### src/tach_pkg.sv
// shared types and constants of the multi-channel tachometer
`default_nettype none
package tach_pkg;

    // field widths
    localparam int RPM_W     = 26;
    localparam int TIME_W    = 32;
    localparam int COUNT_W   = 8;
    localparam int MOTOR_W   = 2;

    // rpm numerator: sixty million microseconds per minute
    localparam logic [RPM_W-1:0] RPM_NUMERATOR = 26'd60000000;

    // iterative divider: one quotient bit per cycle
    localparam int DIV_STEPS = RPM_W;
    localparam int DIV_CNT_W = $clog2(DIV_STEPS + 1);

    // register reset values
    localparam logic [COUNT_W-1:0] PPR_RESET     = 8'd1;
    localparam logic [TIME_W-1:0]  TIMEOUT_RESET = 32'd1000000;

    // register indexes (word address bit)
    localparam logic REG_PPR     = 1'b0;
    localparam logic REG_TIMEOUT = 1'b1;

    // function codes of an input beat
    localparam logic FUNC_EDGE  = 1'b0;
    localparam logic FUNC_CHECK = 1'b1;

    typedef struct packed {
        logic                func;
        logic [MOTOR_W-1:0]  channel;
        logic [TIME_W-1:0]   time_us;
    } t_in_item;

    typedef struct packed {
        logic [MOTOR_W-1:0]  motor;
        logic [RPM_W-1:0]    speed_rpm;
        logic                stale;
        logic                last;
    } t_out_item;

    // controller to datapath
    typedef struct packed {
        logic latch;     // capture the accepted input beat
        logic edge_upd;  // count one edge on the latched channel
        logic rpm_wr;    // store the divider quotient
        logic chk_emit;  // check one channel and load its report
    } t_cmd;

    // datapath to controller
    typedef struct packed {
        logic div_need;  // edge completed a revolution with nonzero elapsed time
        logic div_busy;
        logic div_done;
        logic out_free;  // output register can take a report this cycle
        logic chk_last;  // channel under check is the final one
    } t_status;

endpackage
`default_nettype wire

### src/tach_cfg.sv
// configuration registers behind an apb-style port
`default_nettype none
module tach_cfg (
    input  wire logic                        i_clk,
    input  wire logic                        i_rst_n,
    input  wire logic                        psel,
    input  wire logic                        penable,
    input  wire logic                        pwrite,
    input  wire logic [2:0]                  paddr,
    input  wire logic [31:0]                 pwdata,
    output logic      [31:0]                 prdata,
    output logic                             pready,
    output logic      [tach_pkg::COUNT_W-1:0] o_ppr,
    output logic      [tach_pkg::TIME_W-1:0]  o_timeout
);
    import tach_pkg::*;

    logic [COUNT_W-1:0] r_ppr;
    logic [TIME_W-1:0]  r_timeout;
    logic               wr_en;

    assign pready = 1'b1;
    assign wr_en  = psel && penable && pwrite && pready;

    // register writes
    always_ff @(posedge i_clk) begin
        if (!i_rst_n) begin
            r_ppr     <= PPR_RESET;
            r_timeout <= TIMEOUT_RESET;
        end else if (wr_en) begin
            case (paddr[2])
                REG_PPR:     r_ppr     <= pwdata[COUNT_W-1:0];
                REG_TIMEOUT: r_timeout <= pwdata;
                default:     r_ppr     <= r_ppr;
            endcase
        end
    end

    // read mux
    always_comb begin
        case (paddr[2])
            REG_PPR:     prdata = {{(32-COUNT_W){1'b0}}, r_ppr};
            REG_TIMEOUT: prdata = r_timeout;
            default:     prdata = '0;
        endcase
    end

    assign o_ppr     = r_ppr;
    assign o_timeout = r_timeout;

endmodule
`default_nettype wire

### src/tach_div.sv
// restoring divider: rpm numerator over elapsed microseconds, one bit a cycle
`default_nettype none
module tach_div (
    input  wire logic                        i_clk,
    input  wire logic                        i_rst_n,
    input  wire logic                        i_start,
    input  wire logic [tach_pkg::TIME_W-1:0] i_divisor,
    output logic                             o_busy,
    output logic                             o_done,
    output logic      [tach_pkg::RPM_W-1:0]  o_quot
);
    import tach_pkg::*;

    logic                 r_busy;
    logic                 r_done;
    logic [DIV_CNT_W-1:0] r_cnt;
    logic [TIME_W-1:0]    r_divisor;
    logic [TIME_W-1:0]    r_rem;
    logic [RPM_W-1:0]     r_num;
    logic [RPM_W-1:0]     r_quot;

    logic [TIME_W:0]      rem_sh;
    logic [TIME_W:0]      rem_sub;
    logic                 ge;

    // one trial subtraction
    always_comb begin
        rem_sh  = {r_rem, r_num[RPM_W-1]};
        rem_sub = rem_sh - {1'b0, r_divisor};
        ge      = (rem_sh >= {1'b0, r_divisor});
    end

    // control
    always_ff @(posedge i_clk) begin
        if (!i_rst_n) begin
            r_busy <= 1'b0;
            r_done <= 1'b0;
            r_cnt  <= '0;
        end else begin
            r_done <= 1'b0;
            if (i_start) begin
                r_busy <= 1'b1;
                r_cnt  <= DIV_CNT_W'(DIV_STEPS);
            end else if (r_busy) begin
                r_cnt <= r_cnt - 1'b1;
                if (r_cnt == DIV_CNT_W'(1)) begin
                    r_busy <= 1'b0;
                    r_done <= 1'b1;
                end
            end
        end
    end

    // datapath
    always_ff @(posedge i_clk) begin
        if (i_start) begin
            r_divisor <= i_divisor;
            r_rem     <= '0;
            r_num     <= RPM_NUMERATOR;
            r_quot    <= '0;
        end else if (r_busy) begin
            r_rem  <= ge ? rem_sub[TIME_W-1:0] : rem_sh[TIME_W-1:0];
            r_num  <= {r_num[RPM_W-2:0], 1'b0};
            r_quot <= {r_quot[RPM_W-2:0], ge};
        end
    end

    assign o_busy = r_busy;
    assign o_done = r_done;
    assign o_quot = r_quot;

endmodule
`default_nettype wire

### src/tach_dp.sv
// channel state, edge and timeout arithmetic, divider and output register
`default_nettype none
module tach_dp #(
    parameter int NUM_CHANNELS = 4
) (
    input  wire logic                         i_clk,
    input  wire logic                         i_rst_n,
    input  wire tach_pkg::t_cmd               i_cmd,
    output tach_pkg::t_status                 o_status,
    input  wire tach_pkg::t_in_item           i_in,
    input  wire logic [tach_pkg::COUNT_W-1:0] i_ppr,
    input  wire logic [tach_pkg::TIME_W-1:0]  i_timeout,
    output logic                              o_out_valid,
    input  wire logic                         i_out_stall,
    output tach_pkg::t_out_item               o_out
);
    import tach_pkg::*;

    localparam int CW = (NUM_CHANNELS > 1) ? $clog2(NUM_CHANNELS) : 1;

    // per-channel state
    logic [TIME_W-1:0]  r_start   [NUM_CHANNELS];
    logic [COUNT_W-1:0] r_count   [NUM_CHANNELS];
    logic [RPM_W-1:0]   r_rpm     [NUM_CHANNELS];
    logic               r_timed   [NUM_CHANNELS];

    // latched input beat and check index
    logic [MOTOR_W-1:0] r_chan;
    logic [TIME_W-1:0]  r_time;
    logic [CW-1:0]      r_idx;

    logic               r_out_valid;
    t_out_item          r_out;

    logic [CW-1:0]      ch_idx;
    logic               ch_ok;
    logic [TIME_W-1:0]  e_start;
    logic [COUNT_W-1:0] e_count;
    logic               e_done;
    logic [TIME_W-1:0]  e_elapsed;
    logic               e_zero;
    logic [TIME_W-1:0]  c_elapsed;
    logic               c_expire;
    logic               out_free;
    logic               div_start;
    logic               div_busy;
    logic               div_done;
    logic [RPM_W-1:0]   div_quot;

    // edge arithmetic on the latched channel
    always_comb begin
        ch_idx    = CW'(r_chan);
        ch_ok     = (32'(r_chan) < NUM_CHANNELS);
        e_start   = r_timed[ch_idx] ? r_time : r_start[ch_idx];
        e_count   = r_count[ch_idx] + 1'b1;
        e_done    = (e_count == i_ppr);
        e_elapsed = r_time - e_start;
        e_zero    = (e_elapsed == '0);
        div_start = i_cmd.edge_upd && ch_ok && e_done && !e_zero;
    end

    // timeout test on the channel under check
    always_comb begin
        c_elapsed = r_time - r_start[r_idx];
        c_expire  = (c_elapsed > i_timeout);
        out_free  = !r_out_valid || !i_out_stall;
    end

    tach_div u_div (
        .i_clk     (i_clk),
        .i_rst_n   (i_rst_n),
        .i_start   (div_start),
        .i_divisor (e_elapsed),
        .o_busy    (div_busy),
        .o_done    (div_done),
        .o_quot    (div_quot)
    );

    // input latch and check index
    always_ff @(posedge i_clk) begin
        if (!i_rst_n) begin
            r_idx <= '0;
        end else if (i_cmd.latch) begin
            r_idx <= '0;
        end else if (i_cmd.chk_emit) begin
            r_idx <= r_idx + 1'b1;
        end
    end

    always_ff @(posedge i_clk) begin
        if (i_cmd.latch) begin
            r_chan <= i_in.channel;
            r_time <= i_in.time_us;
        end
    end

    // channel state updates
    always_ff @(posedge i_clk) begin
        if (!i_rst_n) begin
            for (int i = 0; i < NUM_CHANNELS; i++) begin
                r_start[i] <= '0;
                r_count[i] <= '0;
                r_rpm[i]   <= '0;
                r_timed[i] <= 1'b1;
            end
        end else if (i_cmd.edge_upd && ch_ok) begin
            r_timed[ch_idx] <= 1'b0;
            if (e_done) begin
                r_start[ch_idx] <= r_time;
                r_count[ch_idx] <= '0;
                if (e_zero) begin
                    r_rpm[ch_idx] <= RPM_NUMERATOR;
                end
            end else begin
                r_start[ch_idx] <= e_start;
                r_count[ch_idx] <= e_count;
            end
        end else if (i_cmd.rpm_wr) begin
            r_rpm[ch_idx] <= div_quot;
        end else if (i_cmd.chk_emit && c_expire) begin
            r_timed[r_idx] <= 1'b1;
            r_count[r_idx] <= '0;
            r_rpm[r_idx]   <= '0;
        end
    end

    // output register
    always_ff @(posedge i_clk) begin
        if (!i_rst_n) begin
            r_out_valid <= 1'b0;
        end else if (i_cmd.chk_emit) begin
            r_out_valid <= 1'b1;
        end else if (!i_out_stall) begin
            r_out_valid <= 1'b0;
        end
    end

    always_ff @(posedge i_clk) begin
        if (i_cmd.chk_emit) begin
            r_out.motor     <= MOTOR_W'(r_idx);
            r_out.speed_rpm <= c_expire ? '0 : r_rpm[r_idx];
            r_out.stale     <= c_expire || r_timed[r_idx];
            r_out.last      <= (r_idx == CW'(NUM_CHANNELS - 1));
        end
    end

    // status back to the controller
    always_comb begin
        o_status.div_need = div_start;
        o_status.div_busy = div_busy;
        o_status.div_done = div_done;
        o_status.out_free = out_free;
        o_status.chk_last = (r_idx == CW'(NUM_CHANNELS - 1));
    end

    assign o_out_valid = r_out_valid;
    assign o_out       = r_out;

endmodule
`default_nettype wire

### src/tach_ctrl.sv
// controller state machine: sequences edges, divisions and check reports
`default_nettype none
module tach_ctrl (
    input  wire logic               i_clk,
    input  wire logic               i_rst_n,
    input  wire logic               i_in_valid,
    input  wire logic               i_in_func,
    output logic                    o_in_stall,
    output tach_pkg::t_cmd          o_cmd,
    input  wire tach_pkg::t_status  i_status
);
    import tach_pkg::*;

    typedef enum logic [1:0] {
        S_IDLE,
        S_EDGE,
        S_DIV,
        S_CHECK
    } t_state;

    t_state r_state;
    t_state n_state;
    logic   accept;

    assign o_in_stall = (r_state != S_IDLE);
    assign accept     = i_in_valid && (r_state == S_IDLE);

    // next state and commands
    always_comb begin
        n_state = r_state;
        o_cmd   = '0;
        case (r_state)
            S_IDLE: begin
                if (accept) begin
                    o_cmd.latch = 1'b1;
                    n_state = (i_in_func == FUNC_CHECK) ? S_CHECK : S_EDGE;
                end
            end
            S_EDGE: begin
                o_cmd.edge_upd = 1'b1;
                n_state = i_status.div_need ? S_DIV : S_IDLE;
            end
            S_DIV: begin
                if (i_status.div_done) begin
                    o_cmd.rpm_wr = 1'b1;
                    n_state = S_IDLE;
                end
            end
            S_CHECK: begin
                if (i_status.out_free) begin
                    o_cmd.chk_emit = 1'b1;
                    if (i_status.chk_last) begin
                        n_state = S_IDLE;
                    end
                end
            end
            default: n_state = S_IDLE;
        endcase
    end

    // state register
    always_ff @(posedge i_clk) begin
        if (!i_rst_n) begin
            r_state <= S_IDLE;
        end else begin
            r_state <= n_state;
        end
    end

`ifndef SYNTHESIS
    // divider is running or just finished while waiting for it
    a_div_wait: assert property (@(posedge i_clk) disable iff (!i_rst_n)
        r_state == S_DIV |-> (i_status.div_busy || i_status.div_done))
        else $error("waiting for a divider that is not running");

    // a finished division is only seen while waiting for it
    a_div_done: assert property (@(posedge i_clk) disable iff (!i_rst_n)
        i_status.div_done |-> r_state == S_DIV)
        else $error("divider finished outside the divide state");

    // an accepted beat always starts work
    a_accept: assert property (@(posedge i_clk) disable iff (!i_rst_n)
        accept |=> r_state != S_IDLE)
        else $error("accepted beat left the controller idle");

    // final channel report ends the check
    a_chk_end: assert property (@(posedge i_clk) disable iff (!i_rst_n)
        (o_cmd.chk_emit && i_status.chk_last) |=> r_state == S_IDLE)
        else $error("check did not end after the final channel");
`endif

endmodule
`default_nettype wire

### src/multi_channel_tachometer.sv
// top level of the multi-channel tachometer
`default_nettype none
// Multi-channel pulse-period tachometer. Input beats are either a rising edge
// on one channel or a timeout check; only checks produce output, one report
// per channel in channel order, with last set on the final one. The block
// works on one input beat at a time. An edge is latched and then applied to its
// channel; one that finishes a revolution with nonzero elapsed time then waits
// for the bit-serial rpm divider before its rpm is stored. A check emits the
// reports in turn and waits while the output side stalls. The report
// sits in an output register, so a new beat is accepted while the final report
// of a check still waits. Registers: pulses_per_rev at byte address 0,
// timeout_us at byte address 4; write them only while the block is idle.
module multi_channel_tachometer #(
    parameter int NUM_CHANNELS = 4
) (
    input  wire logic                 i_clk,
    input  wire logic                 i_rst_n,
    input  wire logic                 i_in_valid,
    output logic                      o_in_stall,
    input  wire tach_pkg::t_in_item   i_in,
    output logic                      o_out_valid,
    input  wire logic                 i_out_stall,
    output tach_pkg::t_out_item       o_out,
    input  wire logic                 psel,
    input  wire logic                 penable,
    input  wire logic                 pwrite,
    input  wire logic [2:0]           paddr,
    input  wire logic [31:0]          pwdata,
    output logic      [31:0]          prdata,
    output logic                      pready
);
    import tach_pkg::*;

    t_cmd               cmd;
    t_status            status;
    logic [COUNT_W-1:0] ppr;
    logic [TIME_W-1:0]  timeout;

    // configuration registers
    tach_cfg u_cfg (
        .i_clk     (i_clk),
        .i_rst_n   (i_rst_n),
        .psel      (psel),
        .penable   (penable),
        .pwrite    (pwrite),
        .paddr     (paddr),
        .pwdata    (pwdata),
        .prdata    (prdata),
        .pready    (pready),
        .o_ppr     (ppr),
        .o_timeout (timeout)
    );

    // controller
    tach_ctrl u_ctrl (
        .i_clk      (i_clk),
        .i_rst_n    (i_rst_n),
        .i_in_valid (i_in_valid),
        .i_in_func  (i_in.func),
        .o_in_stall (o_in_stall),
        .o_cmd      (cmd),
        .i_status   (status)
    );

    // datapath
    tach_dp #(
        .NUM_CHANNELS (NUM_CHANNELS)
    ) u_dp (
        .i_clk       (i_clk),
        .i_rst_n     (i_rst_n),
        .i_cmd       (cmd),
        .o_status    (status),
        .i_in        (i_in),
        .i_ppr       (ppr),
        .i_timeout   (timeout),
        .o_out_valid (o_out_valid),
        .i_out_stall (i_out_stall),
        .o_out       (o_out)
    );

endmodule
`default_nettype wire
### config.mk
export PLATFORM = sky130hd
export DESIGN_NAME = multi_channel_tachometer
export DESIGN_NICKNAME = d
export VERILOG_FILES = /design/src/tach_pkg.sv /design/src/tach_cfg.sv /design/src/tach_div.sv /design/src/tach_dp.sv /design/src/tach_ctrl.sv /design/src/multi_channel_tachometer.sv
export SDC_FILE = /design/constraint.sdc
export NUM_CORES = 1
export LEC_CHECK = 0
export BUFFER_PORTS_ARGS = -buffer_cell sky130_fd_sc_hd__buf_2
export CORE_MARGIN = 1.5
export CORE_UTILIZATION = 60
export CTS_CLUSTER_DIAMETER = 40
export CTS_CLUSTER_SIZE = 40
export DETAILED_ROUTE_END_ITERATION = 12
export PLACE_DENSITY = 0.78
export SYNTH_ARGS = -nofsm -noshare
export SYNTH_HDL_FRONTEND = slang
export SYNTH_SLANG_ARGS = --single-unit
### constraint.sdc
create_clock -name i_clk -period 17.65 [get_ports i_clk]
set_clock_uncertainty 0.15 [all_clocks]
set_input_delay 1.765 -clock i_clk [delete_from_list [all_inputs] [get_ports i_clk]]
set_output_delay 1.765 -clock i_clk [all_outputs]
set_load 0.1 [all_outputs]
==> impl_metrics.ini <==
[outcome]
status = completed

[hold_path]
holdCritPathClass = reg2reg
holdPathEnd = u_dp.u_div.r_num[8]
min_path_cells = 1
hp-start = u_dp.u_div.r_num[8]

[logic_synthesis]
synth_xor_xnor_area_share_pct = 2.91
synth_mux_area_share_pct = 11.4
ys_seq_elements = 496
yosysTopAreaCell = edfxtp_1
seq_area_frac_synth_pct = 49.1
synth.most_common_cell = edfxtp_1
synth.top_cell.area_share_pct = 39.5
syn-num-nets = 2765
async_flop_share_pct = 0
yosys.area_share.adder_pct = 6.14
synth_edf_count = 364
netlist_area_mm2 = 0.0277
ys_types = 85
synth_simple_gate_area_share_pct = 14.2
syn_inst = 2554
ys.flop_type = edfxtp_1
ys_top_cells_by_count = edfxtp_1 (364), nor2_1 (362), nand2_1 (213), inv_1 (192), dfxtp_1 (132)
synth_area_leaders = edfxtp_1 (40%), dfxtp_1 (9.6%), mux4_2 (8.1%)
synth_top_family_by_area = simple AND/OR/NAND/NOR gates
synth_warnings = 0
avgSynthCellArea_um2 = 10.8
synth_compound_area_share_pct = 11.7

[setup_path]
cp_max_fo = 33
reg2reg_depth = 25
cp.required_ps = 17720
reg2reg_setup_slack_ps = 8670
cp-start-kind = flop
cp-end-kind = flop
crit_type = reg2reg
r2r_end = u_dp.r_rpm[2][2]
crit_arrival_ps = 9050

[power]
leakagePower_nw = 12.6
ir_drop_mv = 0.0958
p_per_area_mw_per_mm2 = 113
finalPower_w = 0.00352

[run]
maxCapViolCount = 0

[timing]
fin_crit_ps = 8980
slew_violations = 0
timing.slew.headroom_pct = 25.6
grt_setup_unrepaired = no
fmax_mhz = 111
tightest_slew_ps = 1110
hold_violations = 0
tns_ps = 0
period_share_pct = 50.9
setup_violations = 0

[cts]
root_buffer = clkbuf_16
htreeDepth = 3
cts_tree = yes
ctsHoldBuffers = 0
path_clk_slew_ps = 70
cts_resized = 0
clk_latency_ps = 610
cts_setup_buffers = 0
clock-sinks = 496
cts_buffers = 67
clockBufferDepth = 3

[routing]
wl_met2_um = 33700
top_layer = met4
wl_met3_um = 4750
wirelength_um = 68100
wl_met1_um = 26900
wl_per_cell_um = 20.5
drt_pre_antenna_iters = 5
vias = 20400
ant_nets = 0
drt-initial-drc-count = 1854
route.detailed.drc = 0
viasPerCell = 6.15

[floorplanning]
num_io_pins = 142
die_y_um = 218
dieWidth_um = 218
core_mm2 = 0.0455
initial_core_util_pct = 60.8
design.die.area_mm2 = 0.0474
rows = 78

[global_routing]
antenna_found_initial = 0
grt_max_degree = 79
grt_pass1_wl_um = 108000
grt_overflow = 0
grt_pass1_vias = 20500
grt_usage_pct = 29.1

[placement]
port_buffers = 138
gp_congestion = 0.920
dpl_cell_area_mm2 = 0.0289
dp.cells = 3198
hpwl_um = 45100

[layout]
fin_nets = 2878
fin_cells = 3321
syn_to_final_growth_pct = 12.7
fillers = 3281
fin_area_mm2 = 0.0312
n_antenna_cell = 0
utilization_pct = 68.6
drive_gt1_share_pct = 17.3
==> state kept, by name, indices dropped and copies added (netlist names), 4 cells and up, named ones only <==
register,count
u_dp.u_div.r_cnt,5
u_dp.u_div.r_num,18
u_dp.o_out,30
u_dp.r_timed,4
u_dp.r_count,32
u_dp.r_rpm,104
u_dp.u_div.o_quot,26
u_cfg.o_timeout,32
u_dp.r_start,128
u_dp.r_time,32
u_dp.u_div.r_divisor,32
u_cfg.o_ppr,8
u_dp.u_div.r_rem,32
==> kinds of logic after synthesis <==
kind of cell               Yosys count
AOI/OAI and AO/OA                  477
xor gates and xnor gates            91
adders and majority gates          134
buffers and inverters              321
DFF                                496
muxes                              188
other                                1
and+or+nand+nor                    846
==> worst max-delay path: stages, from the launching register on <==
cell and delay [ps]:
dfxtp_2 310, buf_4 560, mux4_2 600, inv_1 100, ha_1 280, o21a_1 210, o21ai_0 420, nor2_1 150
o31ai_1 180, a21oi_1 160, a211oi_1 480, o21ai_0 240, o41ai_1 910, nor2_1 160, nor2_1 170, xnor2_1 100
ha_1 300, nand4_1 140, nor3_1 390, o21ai_0 160, and4b_1 230, o221ai_1 410, o21ai_0 380, o211a_1 230
buf_4 280, o21ai_4 820
==> cells in the final DEF, fill, tap and decap left out, types with 42 or more instances in the layout <==
master / count
buf_2: 138
ha_1: 131
dfxtp_1: 127
nor2_1: 359
mux2i_1: 74
inv_1: 192
xnor2_1: 48
a21oi_1: 106
clkbuf_16: 71
o21ai_0: 66
o211ai_1: 46
mux4_2: 100
edfxtp_1: 364
xor2_1: 42
nand2_1: 209
a21o_1: 54
==> stage by stage <==
| stage | setup slack [ps] | hold WS (ps) |
|---|---|---|
| after global placement | 8890 | 279 |
| after global routing | 8120 | 332 |
| after floorplan | 9170 | 273 |
| after CTS | 8780 | 298 |
| after detailed placement | 8850 | 285 |
| final | 8670 | 295 |
==> worst max-delay path by stage <==
stage | from | endpoint | cells past startpoint
3_5_place_dp | flop | u_dp.r_rpm[2][17] | 25
2_1_floorplan | flop | u_dp.r_rpm[2][0] | 25
5_1_grt | flop | u_dp.r_rpm[0][1] | 28
4_1_cts | flop | u_dp.r_rpm[2][2] | 25
6_report | flop | u_dp.r_rpm[2][2] | 25
3_3_place_gp | flop | u_dp.r_rpm[2][15] | 25
==> layer usage <==
metal	track usage [%]	up-vias
li1	-	9536
met1	36.8	9899
met2	49.4	827
met3	4.63	148
met4	13.5	0
met5	0	-
==> layout make-up <==
class	instances	area, um^2	share of cell area [%]
inverters	194	728	2.34
repair buffers	171	938	3.01
clock buffers	77	1820	5.83
flip-flops and latches	496	13600	43.6
multi-input cells	1737	12900	41.4
clock inverters	46	460	1.48
well taps	600	751	2.41
==> power by group <==
| group | internal [W] | switching (W) |
|---|---|---|
| combinational | 0.000304 | 0.000474 |
| sequential | 0.00134 | 0.0000519 |
| clock | 0.000796 | 0.000552 |
| total | 0.00244 | 0.00108 |
No activity file was read; power rests on OpenSTA's default activity.
